## config.mk

```make
export PLATFORM = sky130hd
export DESIGN_NAME = sopa_ctrl
export DESIGN_NICKNAME = d
export VERILOG_FILES = /design/src/sv/sopa_pkg.sv /design/src/sv/sopa_alu.sv /design/src/sv/sopa_ctrl.sv
export SDC_FILE = /design/constraint.sdc
export NUM_CORES = 1
export LEC_CHECK = 0
export BUFFER_PORTS_ARGS = -buffer_cell sky130_fd_sc_hd__buf_2
export CORE_MARGIN = 2
export CORE_UTILIZATION = 30
export DETAILED_ROUTE_END_ITERATION = 6
export GPL_TIMING_DRIVEN = 0
export PLACE_DENSITY = 0.45
export SYNTH_ARGS = -nofsm -noshare
export SYNTH_HDL_FRONTEND = slang
export SYNTH_SLANG_ARGS = --single-unit
```

## constraint.sdc

```tcl
create_clock -name clk -period 14.2 [get_ports clk]
set_input_delay 2.84 -clock clk [delete_from_list [all_inputs] [get_ports clk]]
set_output_delay 2.84 -clock clk [all_outputs]
set_load 0.02 [all_outputs]
```

## src/sv/sopa_pkg.sv

```systemverilog
// Shared types, codes and constants of the slab object pool allocator.
// No dependencies; every other file imports this package.
package sopa_pkg;

    localparam int ADDR_W          = 48;
    localparam int SIZE_W          = 12;
    localparam int IDX_W           = 10;
    localparam int STEP_W          = 4;
    localparam int MAX_OBJECTS_DEF = 512;
    localparam int CFG_IDX_W       = 2;

    localparam logic [SIZE_W-1:0] MAX_REQUEST   = 12'd2048;
    localparam logic [SIZE_W-1:0] SIZE_RESET    = 12'd16;
    localparam logic [IDX_W-1:0]  COUNT_RESET   = 10'd512;
    localparam logic [ADDR_W-1:0] BASE_RESET    = '0;

    localparam logic [CFG_IDX_W-1:0] REG_OBJECT_SIZE  = 2'd0;
    localparam logic [CFG_IDX_W-1:0] REG_OBJECT_COUNT = 2'd1;
    localparam logic [CFG_IDX_W-1:0] REG_POOL_BASE    = 2'd2;

    localparam logic ACT_ALLOC = 1'b0;
    localparam logic ACT_FREE  = 1'b1;

    typedef logic [2:0] status_t;
    localparam status_t STATUS_OK             = 3'd0;
    localparam status_t STATUS_TOO_LARGE      = 3'd1;
    localparam status_t STATUS_NO_FREE        = 3'd2;
    localparam status_t STATUS_NOTHING_IN_USE = 3'd3;
    localparam status_t STATUS_OUT_OF_POOL    = 3'd4;

    typedef enum logic [2:0] {
        ST_CLEAR,
        ST_IDLE,
        ST_ALLOC,
        ST_FREE_OFS,
        ST_FREE_RANGE,
        ST_FREE_DIV,
        ST_FREE_CHK,
        ST_DONE
    } sopa_state_t;

    typedef struct packed {
        logic [SIZE_W-1:0] object_size;
        logic [IDX_W-1:0]  object_count;
        logic [ADDR_W-1:0] pool_base;
    } sopa_cfg_t;

    typedef struct packed {
        logic              action;
        logic [SIZE_W-1:0] request_size;
        logic [ADDR_W-1:0] free_address;
    } sopa_req_t;

    typedef struct packed {
        logic [ADDR_W-1:0] object_address;
        status_t           status;
    } sopa_res_t;

endpackage

```

## src/sv/sopa_alu.sv

```systemverilog
// Shared 48-bit add/subtract unit with carry out for the allocator sequencer.
// Depends on sopa_pkg.
module sopa_alu
    import sopa_pkg::*;
(
    input  logic [ADDR_W-1:0] a,
    input  logic [ADDR_W-1:0] b,
    input  logic              sub,
    output logic [ADDR_W-1:0] sum,
    output logic              carry
);

    logic [ADDR_W:0]   full;
    logic [ADDR_W-1:0] b_op;

    assign b_op  = sub ? ~b : b;
    assign full  = {1'b0, a} + {1'b0, b_op} + {{ADDR_W{1'b0}}, sub};
    assign sum   = full[ADDR_W-1:0];
    assign carry = full[ADDR_W];

endmodule

```

## src/sv/sopa_ctrl.sv

```systemverilog
// Sequencer of the allocator: list head, in-use count, shift-add address
// build and restoring division on the shared unit. Depends on sopa_pkg,
// sopa_alu.
module sopa_ctrl
    import sopa_pkg::*;
#(
    parameter int MAX_OBJECTS = MAX_OBJECTS_DEF,
    parameter int RAM_AW      = $clog2(MAX_OBJECTS),
    parameter int LINK_W      = $clog2(MAX_OBJECTS + 1)
)
(
    input  logic              clk,
    input  logic              rst_n,
    input  sopa_cfg_t         cfg,
    input  logic              req_valid,
    output logic              req_ready,
    input  sopa_req_t         req,
    output logic              res_valid,
    input  logic              res_ready,
    output sopa_res_t         res,
    output logic [RAM_AW-1:0] ram_rd_addr,
    input  logic [LINK_W-1:0] ram_rd_data,
    output logic              ram_wr_en,
    output logic [RAM_AW-1:0] ram_wr_addr,
    output logic [LINK_W-1:0] ram_wr_data,
    input  logic              clearing
);

    sopa_state_t       state_reg, state_next;
    logic [ADDR_W-1:0] acc_reg, acc_next;
    logic [STEP_W-1:0] step_reg, step_next;
    logic [IDX_W-1:0]  quot_reg, quot_next;
    logic [LINK_W-1:0] head_reg, head_next;
    logic [IDX_W-1:0]  in_use_reg, in_use_next;
    sopa_res_t         res_reg, res_next;

    logic [IDX_W-1:0]  count;
    logic [IDX_W-1:0]  head_ext;
    logic [ADDR_W-1:0] size_sh;
    logic [ADDR_W-1:0] alu_b;
    logic [ADDR_W-1:0] alu_sum;
    logic              alu_carry;
    logic              alu_sub;
    logic [ADDR_W-1:0] acc_add;

    assign count    = (int'(cfg.object_count) > MAX_OBJECTS) ? IDX_W'(MAX_OBJECTS)
                                                             : cfg.object_count;
    assign head_ext = IDX_W'(head_reg);
    assign size_sh  = ADDR_W'(cfg.object_size) << step_reg;
    assign alu_b    = (state_reg == ST_FREE_OFS) ? cfg.pool_base : size_sh;
    assign alu_sub  = (state_reg != ST_ALLOC);
    assign acc_add  = head_ext[step_reg] ? alu_sum : acc_reg;

    sopa_alu u_alu (
        .a     (acc_reg),
        .b     (alu_b),
        .sub   (alu_sub),
        .sum   (alu_sum),
        .carry (alu_carry)
    );

    always_comb
    begin
        state_next  = state_reg;
        acc_next    = acc_reg;
        step_next   = step_reg;
        quot_next   = quot_reg;
        head_next   = head_reg;
        in_use_next = in_use_reg;
        res_next    = res_reg;
        ram_wr_en   = 1'b0;
        req_ready   = (state_reg == ST_IDLE);
        res_valid   = (state_reg == ST_DONE);

        case (state_reg)
            ST_CLEAR:
            begin
                if (!clearing)
                begin
                    state_next = ST_IDLE;
                end
            end
            ST_IDLE:
            begin
                if (req_valid)
                begin
                    res_next.object_address = '0;
                    if (req.action == ACT_ALLOC)
                    begin
                        if (req.request_size > cfg.object_size ||
                            req.request_size > MAX_REQUEST)
                        begin
                            res_next.status = STATUS_TOO_LARGE;
                            state_next      = ST_DONE;
                        end
                        else if (in_use_reg >= count || int'(head_reg) >= int'(count))
                        begin
                            res_next.status = STATUS_NO_FREE;
                            state_next      = ST_DONE;
                        end
                        else
                        begin
                            acc_next   = cfg.pool_base;
                            step_next  = '0;
                            state_next = ST_ALLOC;
                        end
                    end
                    else
                    begin
                        if (in_use_reg == '0)
                        begin
                            res_next.status = STATUS_NOTHING_IN_USE;
                            state_next      = ST_DONE;
                        end
                        else if (cfg.object_size == '0)
                        begin
                            res_next.status = STATUS_OUT_OF_POOL;
                            state_next      = ST_DONE;
                        end
                        else
                        begin
                            acc_next   = req.free_address;
                            state_next = ST_FREE_OFS;
                        end
                    end
                end
            end
            ST_ALLOC:
            begin
                acc_next = acc_add;
                if (int'(step_reg) == IDX_W - 1)
                begin
                    res_next.object_address = acc_add;
                    res_next.status         = STATUS_OK;
                    head_next               = ram_rd_data;
                    in_use_next             = in_use_reg + 1'b1;
                    state_next              = ST_DONE;
                end
                else
                begin
                    step_next = step_reg + 1'b1;
                end
            end
            ST_FREE_OFS:
            begin
                if (!alu_carry)
                begin
                    res_next.status = STATUS_OUT_OF_POOL;
                    state_next      = ST_DONE;
                end
                else
                begin
                    acc_next   = alu_sum;
                    step_next  = STEP_W'(IDX_W);
                    state_next = ST_FREE_RANGE;
                end
            end
            ST_FREE_RANGE:
            begin
                if (alu_carry)
                begin
                    res_next.status = STATUS_OUT_OF_POOL;
                    state_next      = ST_DONE;
                end
                else
                begin
                    quot_next  = '0;
                    step_next  = STEP_W'(IDX_W - 1);
                    state_next = ST_FREE_DIV;
                end
            end
            ST_FREE_DIV:
            begin
                if (alu_carry)
                begin
                    acc_next            = alu_sum;
                    quot_next[step_reg] = 1'b1;
                end
                if (step_reg == '0)
                begin
                    state_next = ST_FREE_CHK;
                end
                else
                begin
                    step_next = step_reg - 1'b1;
                end
            end
            ST_FREE_CHK:
            begin
                if (quot_reg >= count)
                begin
                    res_next.status = STATUS_OUT_OF_POOL;
                end
                else
                begin
                    ram_wr_en       = 1'b1;
                    head_next       = LINK_W'(quot_reg);
                    in_use_next     = in_use_reg - 1'b1;
                    res_next.status = STATUS_OK;
                end
                state_next = ST_DONE;
            end
            ST_DONE:
            begin
                if (res_ready)
                begin
                    state_next = ST_IDLE;
                end
            end
            default:
            begin
                state_next = ST_IDLE;
            end
        endcase
    end

    always_ff @(posedge clk or negedge rst_n)
    begin
        if (!rst_n)
        begin
            state_reg  <= ST_CLEAR;
            head_reg   <= '0;
            in_use_reg <= '0;
            step_reg   <= '0;
        end
        else
        begin
            state_reg  <= state_next;
            head_reg   <= head_next;
            in_use_reg <= in_use_next;
            step_reg   <= step_next;
        end
    end

    always_ff @(posedge clk)
    begin
        acc_reg  <= acc_next;
        quot_reg <= quot_next;
        res_reg  <= res_next;
    end

    assign res         = res_reg;
    assign ram_rd_addr = RAM_AW'(head_reg);
    assign ram_wr_addr = RAM_AW'(quot_reg);
    assign ram_wr_data = head_reg;

    a_no_accept_while_clearing: assert property (
        @(posedge clk) disable iff (!rst_n) clearing |-> !req_ready)
        else $error("item accepted during link clearing pass");

    a_free_drops_count: assert property (
        @(posedge clk) disable iff (!rst_n)
        ram_wr_en |=> in_use_reg == IDX_W'($past(in_use_reg) - 1'b1))
        else $error("in-use count not dropped on free");

    a_fail_zero_address: assert property (
        @(posedge clk) disable iff (!rst_n)
        (res_valid && res.status != STATUS_OK) |-> res.object_address == '0)
        else $error("failed item carries an address");

    a_accept_leaves_idle: assert property (
        @(posedge clk) disable iff (!rst_n)
        (req_valid && req_ready) |=> state_reg != ST_IDLE)
        else $error("accepted item did not start work");

endmodule

```

==> results of run 1 <==
[through the flow]
stage | cells | worst slack [ns]
after floorplan | 1389 | 6.540
after global placement | 2140 | 4.183
after detailed placement | 2142 | 5.426
after CTS | 2173 | 5.774
after global routing | 2173 | 5.433
final | 2174 | 5.829
[worst max-delay path, cell delays in order]
cell,delay [ns]
buf_2,0.13
inv_1,0.07
o21ai_0,0.41
nand2_1,0.21
nor2_1,0.14
a21oi_1,0.09
and2_1,0.20
a211oi_1,0.37
a21oi_1,0.11
xnor2_1,0.16
ha_1,0.30
clkbuf_1,0.20
a21oi_1,0.31
o21ai_0,0.24
o211ai_1,0.22
a31oi_1,0.08
a21o_1,0.28
o41ai_2,0.55
o21ai_1,0.39
and2_1,0.28
o21ai_0,0.19
nand2_2,0.40
buf_12,0.35
[cell families after synthesis]
logic type | count (synthesis) | synth area share, %
and+or+nand+nor | 404 | 15.05
DFF | 136 | 32.48
buffers and inverters | 152 | 5.342
muxes | 88 | 7.647
xor gates and xnor gates | 75 | 5.403
AOI/OAI and AO/OA | 432 | 23.39
adders and majority gates | 102 | 10.68
[cell usage in the layout, fill, tap and decap left out, types with 11 or more instances in the layout]
cell       netlist  layout
buf_2            3     229
nand2_1        165     164
a21oi_1        127     127
o21ai_0        112     112
edfxtp_1       109     109
nor2_1         107     107
ha_1            99      99
mux2i_1         67      67
clkbuf_1        65      65
xnor2_1         53      53
inv_1           48      48
a221o_1         39      39
a21o_1          31      31
dfrtp_1         27      27
nand3_1         25      25
nor3_1          22      22
xor2_1          22      22
mux2_2          19      19
buf_4           18      18
clkbuf_16        0      17
a31oi_1         15      15
buf_1           14      14
nor2b_1         14      14
nand2b_1        13      13
nor4_1          12      12
o221ai_1        11      11
[power by group]
group	internal, mW	switching (mW)	leakage, nW	total [mW]
registers	0.686	0.140	1.38	0.826
clock network	0.299	0.207	0.313	0.505
logic	1.16	2.02	4.59	3.18
total	2.15	2.36	6.29	4.51
[how the worst max path moves through the flow]
stage / start / to / slack (ns) / depth (start not counted)
finish: cfg[69] / acc_reg[36] / 5.83 / 23
global route: cfg[69] / acc_reg[22] / 5.43 / 23
CTS: cfg[53] / ram_wr_en / 5.77 / 12
detailed placement: cfg[69] / acc_reg[44] / 5.43 / 23
global placement: cfg[69] / acc_reg[19] / 4.18 / 22
floorplan: cfg[53] / ram_wr_en / 6.54 / 10
[metal layers]
layer | track usage [%] | wire length (um)
met1 | 31.01 | 22090
met2 | 37.28 | 22230
met3 | 3.975 | 2820
met4 | 6.295 | 987
met5 | 0 | 0
[final cells by class]
cell class	instances	area, um2
inverter	51	191.4
tap	525	656.9
fill	4217	25200
clock inverter	14	209.0
multi-input combinational	1101	7562
antenna	1	2.502
clock buffer	17	425.4
timing repair buffer	228	1171
sequential	136	3949
buffer	101	457.9
==> impl_results.md, run 1 <==
* Max-cap violations at 1
* Fin nets at 1,884
* Post-synthesis cell type count at 83
* Post-synth top cells: 165 x nand2_1, 127 x a21oi_1, 112 x o21ai_0
* Placer Congestion at 0.9031
* Failing checks: max-capacitance violations, max-slew violations
* Most common cell in the netlist: nand2_1
* Slew Limit Fails at 10
* Die height at 205.3 um
* RSZ-0062 raised after global routing: no
* Final Util at 36.73%
* Syn nets at 1,637
* Reg2reg setup slack at 6.76 ns
* Hpwl dp at 37.78 mm
* Worst-Skew Late Latency at 0.46 ns
* Syn Inst Count at 1,389
* Post-DP Area at 13,990 um2
* CTS tree: built
* Yosys reg bits at 136
* H-Tree Depth at 4
* Buffer depth of the longest clock path at 2
* Hold-fix buffers, CTS at 0
* Post-CTS sizing at 0
* Crit path capture type: register
* CTS buffer count at 17
* Startpoint types: input port
* Final setup vio count at 0
* Min Hold Slack at 0.5541 ns
* Tot GR Track Use at 22.83%
* Hold path depth at 1
* Ranking of synthesized cells by area: edfxtp_1 27%, ha_1 10%, dfrtp_1 5.6%
* Routed WL at 48.13 mm
* Worst reg2reg path endpoint: acc_reg[22]
* Period utilisation layout at 58.95%
* Area share of the largest cell type after synthesis at 26.92%
* Synth area leader: edfxtp_1
* Tmin final at 8.371 ns
* Register area share after synthesis at 32.48%
* Final setup TNS at 0 ns
* HP Class: register to register
* Die ar. at 42,150 um2
* Status: finished with violations
* Vias in the first global route at 11.40k
* Pin count of the biggest net entering global routing at 31
* Fmax at 119.5 MHz
* Hold Violations, Final at 0
* Actual slew at the worst max-slew pin at 1.505 ns
* Antenna-violating nets left at 0
* Core ar. at 39,820 um2
* Rows at 73
* I/O Buffers at 226
* Routed wire per std cell at 22.14 um
* Post-route cell area at 14,630 um2
* Root buffer cell: clkbuf_16
* Hold Crit Start: in_use_reg[0]
* Yosys warning count at 0
* CTS sink count at 136
* Post-CTS Setup Repair Bufs at 0
* Skew final at 0.01464 ns
* Leak at 6.288 nW
* Design Power at 4.514 mW
* Cell area after synthesis at 12,160 um2
* 1st-iter DRT viols at 744
* DRC at 0
* Maximum fanout along the worst path at 30
* CP required at 14.39 ns
* Share of layout cells above drive strength 1 at 19.60%
* Routed vias/inst at 5.375
* Crit path DAT at 8.56 ns
* Syn_area_per_cell at 8.752 um2
* GRT Residual Overflow at 0
* Hold EP: in_use_reg[0]
* Maximum vdd drop at 0.0001074 V
* Worst reg2reg startpoint: state_reg[1]
* Max reg flops at 51
* Pwr dens at 308.6 nW/um2
* Die W at 205.3 um
* Drt first pass iters at 5
* Worst-path clk slew at 0.07 ns
* Kind of critical path: input port to register
* Max-Slew Margin vs Limit at -0.7052%
* Area Growth Syn to Fin at 20.31%
* Post-synth top flop: edfxtp_1
* # IOs at 228
* Ys async rst share at 19.85%
* Routed via count at 11.69k
* Initial core utilization at 30.53%
* R2R cell count at 22
* Post-synth EDFFs at 109
* Initial antenna violation count at 0
* First-pass GRT wire length at 71.26 mm
Power figures use the tool's default switching activity.
==> run 2: changes to the inputs <==
PLACE_DENSITY = 0.47   (was 0.45)
clock period = 7.5 ns   (was 14.2 ns; I/O delays follow)
==> impl_results.md, run 2 (synthesis results as in run 1) <==
* Status: finished, final reports clean
* Max-Slew Margin vs Limit at 27.26%
* Switch share at 52.79%
* First-pass GRT wire length at 71.01 mm
* P_int at 3.999 mW
* Commonest non-fill, non-tap cell in the layout: buf_2
* WP buf/inv at 6
* Routed via count at 11.68k
* Reg2reg setup slack at 0.57 ns
* Leak at 6.275 nW
* Maximum vdd drop at 0.0002896 V
* Worst-path clk slew at 0.07 ns
* Skew final at 0.01328 ns
* Startpoint types: register
* Antenna-violating nets left at 0
* # IOs at 228
* Root buffer cell: clkbuf_16
* Crit path cell chain: buf_2, nor2b_1, buf_2, nand2_1, clkbuf_1, buf_1, clkbuf_2, xnor2_1, ha_1, clkbuf_1, a21oi_1, nand2_1, a31oi_1, a31oi_1, a21o_1, o41ai_2, o21ai_1, and2_1, o21ai_1, nand2_4
* Design Power at 8.471 mW
* Hold Violations, Final at 0
* Worst-Skew Late Latency at 0.45 ns
* Largest stage delay, worst path at 0.66 ns
* Fin nets at 1,884
* Pin count of the biggest net entering global routing at 49
* DRC at 0
* Initial antenna violation count at 1
* Hold-fix buffers, CTS at 0
* Die height at 205.3 um
* Kind of critical path: register to register
* Area of the multi-input gates at 7581 um2
* Buffer depth of the longest clock path at 2
* Worst path slowest cell: buf_1
* 1st-iter DRT viols at 910
* Routed wire per std cell at 22.11 um
* CP required at 7.59 ns
* Max-cap violations at 0
* Area of all sequential standard cells at 3949 um2
* Area Growth Syn to Fin at 20.00%
* HP Class: register to register
* Die W at 205.3 um
* Critical path's top delay family: compound AO/OA/AOI/OAI gates
* Fill cell count at 4,225
* Slew Limit Fails at 0
* Net Sw Power at 4.472 mW
* Routed WL at 48.06 mm
* Worst setup margin at 0.5737 ns
* Place WS at 0.2015 ns
* Actual slew at the worst max-slew pin at 1.091 ns
* Crit path DAT at 7.02 ns
* CTS tree: built
* Drt first pass iters at 5
* Pwr dens at 580.7 nW/um2
* Crit path capture type: register
* Ant diodes at 0
* Period utilisation layout at 92.35%
* Share of layout cells above drive strength 1 at 19.77%
* H-Tree Depth at 4
* Core ar. at 39,820 um2
* Clk pwr share at 10.6%
* GRT Residual Overflow at 0
* Maximum fanout along the worst path at 24
* Tmin final at 6.926 ns
* CTS sink count at 136
* Logic pwr share at 70.9%
* Rows at 73
* Commonest cells after routing, fill and taps aside: 229 x buf_2, 164 x nand2_1, 127 x a21oi_1, 110 x o21ai_0, 109 x edfxtp_1
* Initial core utilization at 30.53%
* Max reg flops at 51
* Vias in the first global route at 11.45k
* Hpwl dp at 37.43 mm
* Die ar. at 42,150 um2
* Sequential power share at 18.5%
* RSZ-0062 raised after global routing: no
* I/O Buffers at 226
* Tot GR Track Use at 22.65%
* Routed vias/inst at 5.374
* Final setup vio count at 0
* Fmax at 144.4 MHz
* Placer Congestion at 0.8862
* CTS buffer count at 17
==> run 2: cell count changes in the layout (fill, tap and decap cells not counted), sizes merged <==
| cell | before | now |
|---|---|---|
| buf | 264 | 261 |
| clkbuf | 82 | 88 |
| inv | 57 | 56 |
| clkinvlp | 0 | 1 |
| nand2 | 165 | 166 |
| diode | 1 | 0 |
| bufinv | 4 | 1 |
==> run 2: worst paths after layout <==
check	from	to	depth (start not counted)
setup / recovery	state_reg[1]	acc_reg[45]	20
hold / removal	ram_wr_data[2]	ram_wr_data[2]	2
setup reg to reg	state_reg[1]	acc_reg[45]	20
hold reg to reg	ram_wr_data[2]	ram_wr_data[2]	2
max in group asynchronous	rst_n	in_use_reg[9]	1
min in group asynchronous	rst_n	in_use_reg[6]	1
==> run 2: area by class of cell <==
type | count | area share, %
plain buffers | 101 | 3.156
clock inverters | 11 | 0.7205
multi-input cells | 1102 | 51.97
clock buffers | 21 | 3.379
repair buffers | 227 | 7.891
inverters | 51 | 1.312
flip-flops and latches | 136 | 27.07
well taps | 525 | 4.503
==> run 2: power by group through the flow <==
stage                     logic (mW)  registers (mW)  clock network, mW
after floorplan                 4.24            1.55                  0
after global placement          5.87            1.60                  0
after detailed placement        5.91            1.58                  0
after CTS                       5.94            1.57              0.908
after global routing            6.65            1.61              0.933
final                           6.01            1.57              0.897
==> run 2: what timing repair did <==
item,4_1_cts,5_1_grt
setup endpoints to repair,0,48
gates resized for setup,0,6
buffers inserted,0,0
==> run 2: worst min-delay path, delay by kind of cell (launching register included) <==
kind	cells	cell delay [ns]
AND/OR/NAND/NOR	1	0.06
flip-flops	1	0.40
AO/OA/AOI/OAI	1	0.07
==> run 2: stage by stage <==
step	hold WS, ns	setup TNS, ns	std cells	area (um2)	utilization [%]
after floorplan	0.4890	0	1389	12160	-
after global placement	0.5383	-51.58	2140	13940	35.02
after detailed placement	0.5438	0	2141	13980	35.09
after CTS	0.5541	0	2173	14570	36.60
after global routing	0.6150	0	2174	14590	36.63
final	0.5636	0	2174	14590	36.63
==> run 2: per-layer routing <==
| metal | share of wire, % | wire length [um] | up-vias | track usage, % |
|---|---|---|---|---|
| li1 | - | - | 5651 | - |
| met1 | 46 | 21990 | 5578 | 30.72 |
| met2 | 46 | 22150 | 396 | 36.90 |
| met3 | 5.5 | 2647 | 58 | 3.326 |
| met4 | 2.7 | 1278 | 0 | 7.528 |
| met5 | 0 | 0 | - | 0 |
==> run 3: changes to the inputs <==
GPL_TIMING_DRIVEN = not set   (was 0)
==> impl_results.md, run 3 (synthesis results as in run 1) <==
* CTS buffer count at 17
* Maximum vdd drop at 0.0002016 V
* Tmin final at 6.381 ns
* Skew final at 0.01128 ns
* Crit path capture type: register
* Core ar. at 39,820 um2
* Hpwl dp at 33.84 mm
* Final setup TNS at 0 ns
* Buffer depth of the longest clock path at 2
* Post-Place Cells at 2,063
* Design Power at 8.359 mW
* Area Growth Syn to Fin at 18.02%
* Actual slew at the worst max-slew pin at 1.179 ns
* Worst-path clk slew at 0.06 ns
* Share of layout cells above drive strength 1 at 20.45%
* Maximum fanout along the worst path at 30
* Antenna-violating nets left at 0
* Crit path DAT at 6.55 ns
* Startpoint types: input port
* GRT Residual Overflow at 0
* Vias in the first global route at 10.88k
* HP Class: register to register
* CP required at 7.67 ns
* Initial core utilization at 30.53%
* H-Tree Depth at 4
* Post-DP Area at 13,730 um2
* Worst-Skew Late Latency at 0.44 ns
* CTS sink count at 136
* Drt first pass iters at 5
* Post-CTS sizing at 0
* Final setup vio count at 0
* Fmax at 156.7 MHz
* DRC at 0
* Hold Violations, Final at 0
* Max-cap violations at 0
* Worst reg2reg startpoint: step_reg[0]
* Commonest non-fill, non-tap cell in the layout: buf_2
* Tot GR Track Use at 20.96%
* Place WS at 0.7069 ns
* Kind of critical path: input port to register
* Die W at 205.3 um
* Max reg flops at 51
* Pin count of the biggest net entering global routing at 49
* First-pass GRT wire length at 66.74 mm
* RSZ-0062 raised after global routing: no
* Hold-fix buffers, CTS at 0
* Slew Limit Fails at 0
* Worst setup margin at 1.119 ns
* Status: finished, final reports clean
* CTS tree: built
* Post-route cell area at 14,350 um2
* Period utilisation layout at 85.08%
* # IOs at 228
* Routed vias/inst at 5.399
* Die height at 205.3 um
* Routed WL at 44.34 mm
* Leak at 6.182 nW
* Root buffer cell: clkbuf_16
* 1st-iter DRT viols at 874
* Max-Slew Margin vs Limit at 21.22%
* Rows at 73
* Initial antenna violation count at 0
* Routed wire per std cell at 21.16 um
* Hold Crit Start: in_use_reg[0]
* I/O Buffers at 227
* Fin nets at 1,805
* Post-CTS Setup Repair Bufs at 0
* Placer Congestion at 0.9617
* Non-Filler Instances at 2,095
* Pwr dens at 582.6 nW/um2
* CP startpoint: cfg[69]
* Ant diodes at 0
* Commonest cells after routing, fill and taps aside: 227 x buf_2, 163 x nand2_1, 127 x a21oi_1, 112 x o21ai_0, 109 x edfxtp_1
* Reg2reg setup slack at 1.45 ns
* Routed via count at 11.31k
* Die ar. at 42,150 um2
-- run 3: cell types whose count changed in the layout (fill, tap and decap cells not counted), sizes merged --
cell,delta
inv,-7
clkinv,+3
clkbuf,-67
bufinv,+4
buf,-11
nand2,-1
-- run 3: final timing paths --
check | to | depth (start not counted)
max in group asynchronous | state_reg[2] | 1
setup reg to reg | acc_reg[22] | 21
min in group asynchronous | in_use_reg[6] | 1
hold reg to reg | in_use_reg[0] | 1
hold / removal | in_use_reg[0] | 1
setup / recovery | acc_reg[22] | 22
-- run 3: final cells by class --
cell class | count | area (um2)
fill | 4246 | 25480
multi-input combinational | 1101 | 7611
sequential | 136 | 3949
timing repair buffer | 250 | 1321
tap | 525 | 656.9
clock buffer | 21 | 440.4
inverter | 51 | 191.4
clock inverter | 11 | 177.7
-- run 3: worst max-delay path, cell delays in order --
cell      delay (ns)
buf_2           0.12
inv_1           0.06
o21ai_0         0.40
nand2_1         0.16
nor2_1          0.14
a21oi_1         0.07
and2_1          0.19
a211oi_1        0.22
a21oi_1         0.08
xnor2_1         0.13
ha_1            0.42
a21oi_1         0.28
o21ai_0         0.23
o211ai_1        0.21
a31oi_1         0.06
a21o_1          0.25
o41ai_2         0.44
o21ai_1         0.34
and2_1          0.27
o21ai_0         0.19
nand2_2         0.38
buf_12          0.33
-- run 3: power by group --
group / switching, mW / internal (mW) / total (mW)
Sequential: 0.301 / 1.30 / 1.60
Combinational: 3.66 / 2.17 / 5.82
Clock: 0.348 / 0.585 / 0.933
Total: 4.31 / 4.05 / 8.36
-- run 3: per-layer routing --
layer	up-vias	share of wire [%]	global-route usage (%)
met3	43	5.3	3.373
met5	-	0	0
li1	5486	-	-
met1	5405	47	29.10
met2	376	46	33.57
met4	0	1.9	5.961
-- run 3: through the flow --
stage / hold WS [ns] / utilization (%)
2_1_floorplan: 0.4890 / -
3_3_place_gp: 0.5458 / 34.48
3_5_place_dp: 0.5478 / 34.48
4_1_cts: 0.5576 / 36.03
5_1_grt: 0.5863 / 36.03
6_report: 0.5488 / 36.03
